[src/design/bln_pkg.sv]
`default_nettype none
package bln_pkg;

  localparam int ROWS    = 16;
  localparam int COLUMNS = 32;
  localparam int ROW_W   = $clog2(ROWS);
  localparam int COL_W   = $clog2(COLUMNS);
  localparam int CNT_W   = $clog2(ROWS + 1);
  // per-column agree minus disagree, spans -ROWS .. ROWS
  localparam int DIFF_W  = $clog2(ROWS) + 2;

  typedef enum logic [2:0] {
    KIND_WR_WEIGHT = 3'd0,
    KIND_WR_BIAS   = 3'd1,
    KIND_FORWARD   = 3'd2,
    KIND_BACKWARD  = 3'd3,
    KIND_READ      = 3'd4
  } kind_e;

  typedef logic signed [7:0] wt_t;
  typedef wt_t [COLUMNS-1:0] wrow_t;

  typedef struct packed {
    logic [6:0]   pad;
    logic [15:0]  down_rows;
    logic [15:0]  zero_rows;
    logic [31:0]  activations;
    wt_t          weight_value;
    logic [4:0]   column;
    logic [3:0]   row;
  } in_t;

  typedef struct packed {
    wt_t          bias_readback;
    wt_t          weight_readback;
    logic [31:0]  next_sign;
    logic [31:0]  next_zero;
    logic [15:0]  layer_out;
  } out_t;

  // operands of one row pass through the shared row unit
  typedef struct packed {
    logic [COLUMNS-1:0] sign_row;
    logic [COLUMNS-1:0] act;
    logic               bias_sign;
    logic               down;
    wt_t                bias;
  } alu_req_t;

  typedef struct packed {
    logic               fwd_bit;
    logic [COLUMNS-1:0] agree;
    logic [COLUMNS-1:0] sign_row;
    wt_t                bias;
    logic               bias_sign;
  } alu_rsp_t;

  // population count of one column word
  function automatic logic [5:0] popcount32(input logic [31:0] v);
    logic [31:0] a, b, c, d, e;
    a = v - ((v >> 1) & 32'h5555_5555);
    b = (a & 32'h3333_3333) + ((a >> 2) & 32'h3333_3333);
    c = (b + (b >> 4)) & 32'h0f0f_0f0f;
    d = c + (c >> 8);
    e = d + (d >> 16);
    return e[5:0];
  endfunction

  // step of -1 or +1, held at the ends of the 8-bit range
  function automatic wt_t nudge(input wt_t v, input logic down);
    wt_t r;
    if (down) begin
      r = (v == -8'sd128) ? v : v - 8'sd1;
    end else begin
      r = (v == 8'sd127) ? v : v + 8'sd1;
    end
    return r;
  endfunction

endpackage
`default_nettype wire

[src/design/bln_row_alu.sv]
`default_nettype none
module bln_row_alu
  import bln_pkg::*;
(
  input  alu_req_t req_i,
  input  wrow_t    weights_i,
  output alu_rsp_t rsp_o,
  output wrow_t    weights_o
);

  logic [5:0] pos_cnt, neg_cnt;
  logic [6:0] pos_sum, neg_sum;

  assign pos_cnt = popcount32(req_i.act & req_i.sign_row);
  assign neg_cnt = popcount32(req_i.act & ~req_i.sign_row);
  assign pos_sum = {1'b0, pos_cnt} + {6'd0, req_i.bias_sign};
  assign neg_sum = {1'b0, neg_cnt} + {6'd0, ~req_i.bias_sign};

  always_comb begin
    rsp_o.fwd_bit   = pos_sum > neg_sum;
    rsp_o.agree     = ~(req_i.sign_row ^ {COLUMNS{req_i.down}});
    rsp_o.bias      = nudge(req_i.bias, req_i.down);
    rsp_o.bias_sign = rsp_o.bias > 8'sd0;
    for (int j = 0; j < COLUMNS; j++) begin
      weights_o[j]      = req_i.act[j] ? nudge(weights_i[j], req_i.down) : weights_i[j];
      rsp_o.sign_row[j] = weights_o[j] > 8'sd0;
    end
  end

endmodule
`default_nettype wire

[config.mk]
export PLATFORM = sky130hd
export DESIGN_NAME = bln_row_alu
export DESIGN_NICKNAME = d
export VERILOG_FILES = /design/src/design/bln_pkg.sv /design/src/design/bln_row_alu.sv
export SDC_FILE = /design/constraint.sdc
export NUM_CORES = 1
export LEC_CHECK = 0
export ABC_AREA = 1
export BUFFER_PORTS_ARGS = -buffer_cell sky130_fd_sc_hd__buf_2
export CAP_MARGIN = 20
export CORE_AREA = 2 2 285 287
export DETAILED_ROUTE_END_ITERATION = 8
export DIE_AREA = 0 0 287 289
export PLACE_DENSITY = 0.65
export SYNTH_ARGS = -nofsm -noshare
export SYNTH_HDL_FRONTEND = slang
export SYNTH_SLANG_ARGS = --single-unit
[constraint.sdc]
create_clock -name vclk -period 8.9
set_input_delay 1.335 -clock vclk [all_inputs]
set_output_delay 1.335 -clock vclk [all_outputs]
set_load 0.05 [all_outputs]
==> results of run 1 <==
critical path, delay by kind of cell:
kind                       cells  cell delay (ps)
AOI/OAI and AO/OA              4              710
buffers and inverters          9             1110
and+or+nand+nor               12             1360
xor gates and xnor gates       2              350
adders and majority gates      6             2390
cell families after synthesis:
| kind of cell | count (synthesis) | share of synthesized area |
|---|---|---|
| buffers and inverters | 1085 | 0.1652 |
| XOR/XNOR | 239 | 0.07773 |
| adder cells (fa/ha/maj) | 298 | 0.1468 |
| AND/OR/NAND/NOR | 3181 | 0.5087 |
| AO/OA/AOI/OAI | 503 | 0.1015 |
area by class of cell:
type	count	area, um2	area share
Multi-Input combinational cell	4221	22900	0.7207
Timing Repair Buffer	749	4044	0.1273
Inverter	902	3397	0.1069
Tap cell	1060	1326	0.04174
Antenna cell	43	107.6	0.003386
metrics by stage:
| step | TNS [ps] | instances | hold slack [ps] | worst slack (ps) |
|---|---|---|---|---|
| 2_1_floorplan | 0 | 5306 | 2901 | 230.4 |
| 3_3_place_gp | 0 | 6926 | 3029 | 56.62 |
| 3_5_place_dp | -28.39 | 6926 | 3029 | -28.39 |
| 4_1_cts | 0 | 6926 | 3030 | 26.27 |
| 5_1_grt | -49.24 | 6964 | 3065 | -49.24 |
| 6_report | 0 | 6975 | 3041 | 296.0 |
cells in the mapped netlist, types with 12 or more instances:
library cell,count
buf_4,51
clkbuf_1,42
nor2_1,476
nand2_1,1679
o21ai_1,42
clkbuf_2,16
a21oi_1,138
o21bai_1,40
xnor2_1,84
buf_2,57
nand3_1,751
ha_1,268
o21ai_0,239
xor2_1,155
nor3_1,12
nor2_4,15
a31oi_1,13
inv_1,891
fa_1,30
nand4_1,117
nor2_2,77
nand2_2,20
o211ai_1,13
where the power goes:
part / leakage, nW / internal (mW) / switching, mW
Combinational: 18.3 / 3.56 / 5.19
Clock: 0.000273 / 0.000000649 / 0
Sequential: 0 / 0 / 0
Total: 18.3 / 3.56 / 5.19
layer usage:
layer,global-route usage,share of wire,vias up
li1,-,-,17843
met1,0.3046,0.43,15894
met2,0.3943,0.46,1255
met3,0.03630,0.066,252
met4,0.1100,0.045,20
met5,0,0.0011,-
what timing repair did:
| item | 4_1_cts | 5_1_grt |
|---|---|---|
| setup buffers | 0 | 6 |
| pin swaps | 0 | 18 |
| gates cloned | 0 | 0 |
| setup endpoints to repair | 1 | 1 |
| resized for setup | 1 | 144 |
worst max path at each step:
stage | slack (ps) | cells after the start | to | startpoint
after floorplan | 230 | 35 | rsp_o[73] | req_i[10]
after global routing | -50 | 36 | rsp_o[73] | req_i[46]
final | 300 | 33 | rsp_o[73] | req_i[22]
after global placement | 60 | 35 | rsp_o[73] | req_i[12]
after detailed placement | -30 | 33 | rsp_o[73] | req_i[12]
after CTS | 30 | 35 | rsp_o[73] | req_i[16]
==> results.sh, run 1 <==
export IMPL_fp_dieW_um=287
export IMPL_viasPerCell=5.056
export IMPL_yosys_area_top_type="nand2_1"
export IMPL_grt_use_total=0.2385
export IMPL_ios=660
export IMPL_netlist_instances=5306
export IMPL_grt_pass1_wl_mm=162.9
export IMPL_first_iter_violations=2417
export IMPL_rows=104
export IMPL_hold_class="input pin to output port"
export IMPL_critPathCaptureType="output port"
export IMPL_wl_per_cell_um=15.41
export IMPL_grt_pass1_vias=31130
export IMPL_status="finished, final reports clean"
export IMPL_fin_crit_sh=0.9667
export IMPL_area_growth_pct=18.00
export IMPL_final_util=0.3977
export IMPL_seq_area_frac_synth=0
export IMPL_avgSynthCellArea_um2=5.075
export IMPL_worstSetupStartpointType="input pin"
export IMPL_drtPass1Iterations=6
export IMPL_syn_num_nets=5934
export IMPL_timing_fmax_ghz=0.1162
export IMPL_crit_arrival_ps=7270
export IMPL_slowest_stage="fa_1"
export IMPL_max_slew_margin_rel=0.3147
export IMPL_core_region_area_um2=79900
export IMPL_period_needed_ps=8604
export IMPL_setup_viol=0
export IMPL_nets=6502
export IMPL_ff_latch_area_um2=0
export IMPL_grt_max_degree=113
export IMPL_maxCapViolations=0
export IMPL_fillers=9065
export IMPL_worstPathRequired_ps=7570
export IMPL_maxSlewViolCount=0
export IMPL_power_density_nw_per_um2=275.3
export IMPL_dieArea_um2=82940
export IMPL_critical_path_max_fanout=4
export IMPL_critPathKind="input pin to output port"
export IMPL_drc=0
export IMPL_antenna_found_initial=45
export IMPL_hold_start="req_i[55]"
export IMPL_yosysTopAreaCellShare=0.2340
export IMPL_mostFrequentLayoutCells="1655 x nand2_1, 883 x inv_1, 749 x nand3_1, 658 x buf_2, 450 x nor2_1"
export IMPL_wl_mm=107.5
export IMPL_tightest_slew_ps=1028
export IMPL_irDropWorstVdd_uv=1562
export IMPL_cts_hold_buf=0
export IMPL_ys_top_cells_by_area="nand2_1 23%, nand3_1 14%, ha_1 12%"
export IMPL_die_h_um=289
export IMPL_dp_hpwl_mm=90.68
export IMPL_start_util=0.3370
export IMPL_hold_viol_final=0
export IMPL_vias=35264
export IMPL_drive_gt1_frac=0.1705
export IMPL_ys_types=49
export IMPL_io_buffers=660
export IMPL_ant_nets=0
export IMPL_overflow=0
export IMPL_fin_area_um2=31780
export IMPL_min_path_cells=3
export IMPL_total_power_mw=8.747
export IMPL_cpMostUsedCell="inv_1"
export IMPL_syn_area_um2=26930
export IMPL_clock_buffers=0
export IMPL_yosys_warnings=0
export IMPL_p_leak_nw=18.28
export IMPL_holdPathEnd="rsp_o[54]"
export IMPL_gp_congestion=1.013
export IMPL_cp_slowest_stage_delay_ps=550
export IMPL_mostFrequentLayoutCell="nand2_1"
export IMPL_seq_cells=0
export IMPL_dpl_instance_area_um2=31160
Power figures use the tool's default switching activity.
==> inputs of run 2 (changes only) <==
--- a/config.mk
+++ b/config.mk
@@ -8,10 +8,10 @@
 export ABC_AREA = 1
 export BUFFER_PORTS_ARGS = -buffer_cell sky130_fd_sc_hd__buf_2
 export CAP_MARGIN = 20
-export CORE_AREA = 2 2 285 287
+export CORE_AREA = 2 2 281 283
 export DETAILED_ROUTE_END_ITERATION = 8
-export DIE_AREA = 0 0 287 289
-export PLACE_DENSITY = 0.65
+export DIE_AREA = 0 0 283 285
+export PLACE_DENSITY = 0.66
 export SYNTH_ARGS = -nofsm -noshare
 export SYNTH_HDL_FRONTEND = slang
 export SYNTH_SLANG_ARGS = --single-unit
==> results.sh, run 2 (same netlist as run 1, synthesis figures left out) <==
export IMPL_status="finished, final reports clean"
export IMPL_cp_slowest_stage_delay_ps=530
export IMPL_clock_buffers=0
export IMPL_worst_hold_slack_ps=3047
export IMPL_drtPass1Iterations=6
export IMPL_total_power_mw=8.901
export IMPL_maxCapViolations=0
export IMPL_core_region_area_um2=77970
export IMPL_grt_use_total=0.2418
export IMPL_multi_input_area_um2=22810
export IMPL_first_iter_violations=2230
export IMPL_dpl_instance_area_um2=31500
export IMPL_worstPathRequired_ps=7570
export IMPL_nets=6542
export IMPL_fillers=8727
export IMPL_start_util=0.3454
export IMPL_fin_crit_sh=0.9626
export IMPL_hold_viol_final=0
export IMPL_overflow=0
export IMPL_crit_arrival_ps=7230
export IMPL_critPathKind="input pin to output port"
export IMPL_seq_cells=0
export IMPL_setup_ws_ps=332.9
export IMPL_cts_hold_buf=0
export IMPL_dieArea_um2=80660
export IMPL_grt_pass1_vias=31517
export IMPL_pre_cts_ws_ps=-86.53
export IMPL_grt_max_degree=116
export IMPL_ff_latch_area_um2=0
export IMPL_power_density_nw_per_um2=278.7
export IMPL_timing_fmax_ghz=0.1167
export IMPL_fin_cells=6995
export IMPL_mostFrequentLayoutCell="nand2_1"
export IMPL_grt_pass1_wl_mm=163.8
export IMPL_tns_ps=0
export IMPL_p_leak_nw=18.44
export IMPL_cpMostUsedCell="inv_1"
export IMPL_dp_hpwl_mm=88.65
export IMPL_hold_class="input pin to output port"
export IMPL_max_slew_margin_rel=0.4416
export IMPL_dpl_cell_count=6961
export IMPL_critPathCaptureType="output port"
export IMPL_period_needed_ps=8567
export IMPL_gp_congestion=1.011
export IMPL_critical_path_max_fanout=4
export IMPL_vias=35090
export IMPL_die_h_um=285
export IMPL_rows=103
export IMPL_irDropWorstVdd_uv=1384
export IMPL_setup_viol=0
export IMPL_drc=0
export IMPL_ios=660
export IMPL_fin_area_um2=31940
export IMPL_antenna_found_initial=33
export IMPL_wl_mm=105.0
export IMPL_wl_per_cell_um=15.00
export IMPL_fp_dieW_um=283
export IMPL_viasPerCell=5.016
export IMPL_ant_nets=0
export IMPL_maxSlewViolCount=0
export IMPL_io_buffers=660
export IMPL_worstSetupStartpointType="input pin"
export IMPL_area_growth_pct=18.60
export IMPL_drive_gt1_frac=0.1720
export IMPL_tightest_slew_ps=837.6
export IMPL_slowest_stage="fa_1"
export IMPL_mostFrequentLayoutCells="1655 x nand2_1, 886 x inv_1, 751 x nand3_1, 658 x buf_2, 454 x nor2_1"
export IMPL_final_util=0.4096
-- run 2: cell count changes in the layout (fill, tap and decap cells not counted), moves of 4 or more --
cell	change
buf_6	-5
o21ai_1	-4
a21oi_2	-4
nor2_2	-4
buf_4	+44
a21oi_1	+4
nor2_1	+4
o21ai_0	+8
diode_2	-10
o21ai_2	-4
-- run 2: layer usage --
layer,wire (um),GRT usage
met1,46090,0.3171
met5,68,0
met3,5886,0.02056
met4,4408,0.09920
met2,48500,0.4074
-- run 2: worst paths after layout --
check	from	to	slack [ps]	cells past startpoint
setup / recovery	req_i[28]	rsp_o[73]	330	33
hold / removal	req_i[61]	rsp_o[60]	3050	3
-- run 2: power breakdown --
part | leakage, nW | internal (mW) | switching, mW
combinational | 18.4 | 3.73 | 5.17
clock | 0.000209 | 0.000000499 | 0
sequential | 0 | 0 | 0
-- run 2: repair_timing --
item | in CTS | in global routing
gates resized for setup | 5 | 100
setup buffers | 0 | 1
pin swaps | 0 | 18
setup endpoints to repair | 1 | 1
-- run 2: critical path, delay by kind of cell --
| family | cells | cell delay [ps] |
|---|---|---|
| compound gates | 4 | 670 |
| xor+xnor | 3 | 500 |
| fa+ha+maj | 7 | 2370 |
| buf+inv | 12 | 1300 |
| simple gates | 7 | 1040 |
-- run 2: area by class of cell --
type	count	share of cell area
Multi-Input combinational cell	4221	0.7141
Antenna cell	33	0.002586
Timing Repair Buffer	789	0.1358
Inverter	902	0.1064
Tap cell	1050	0.04113
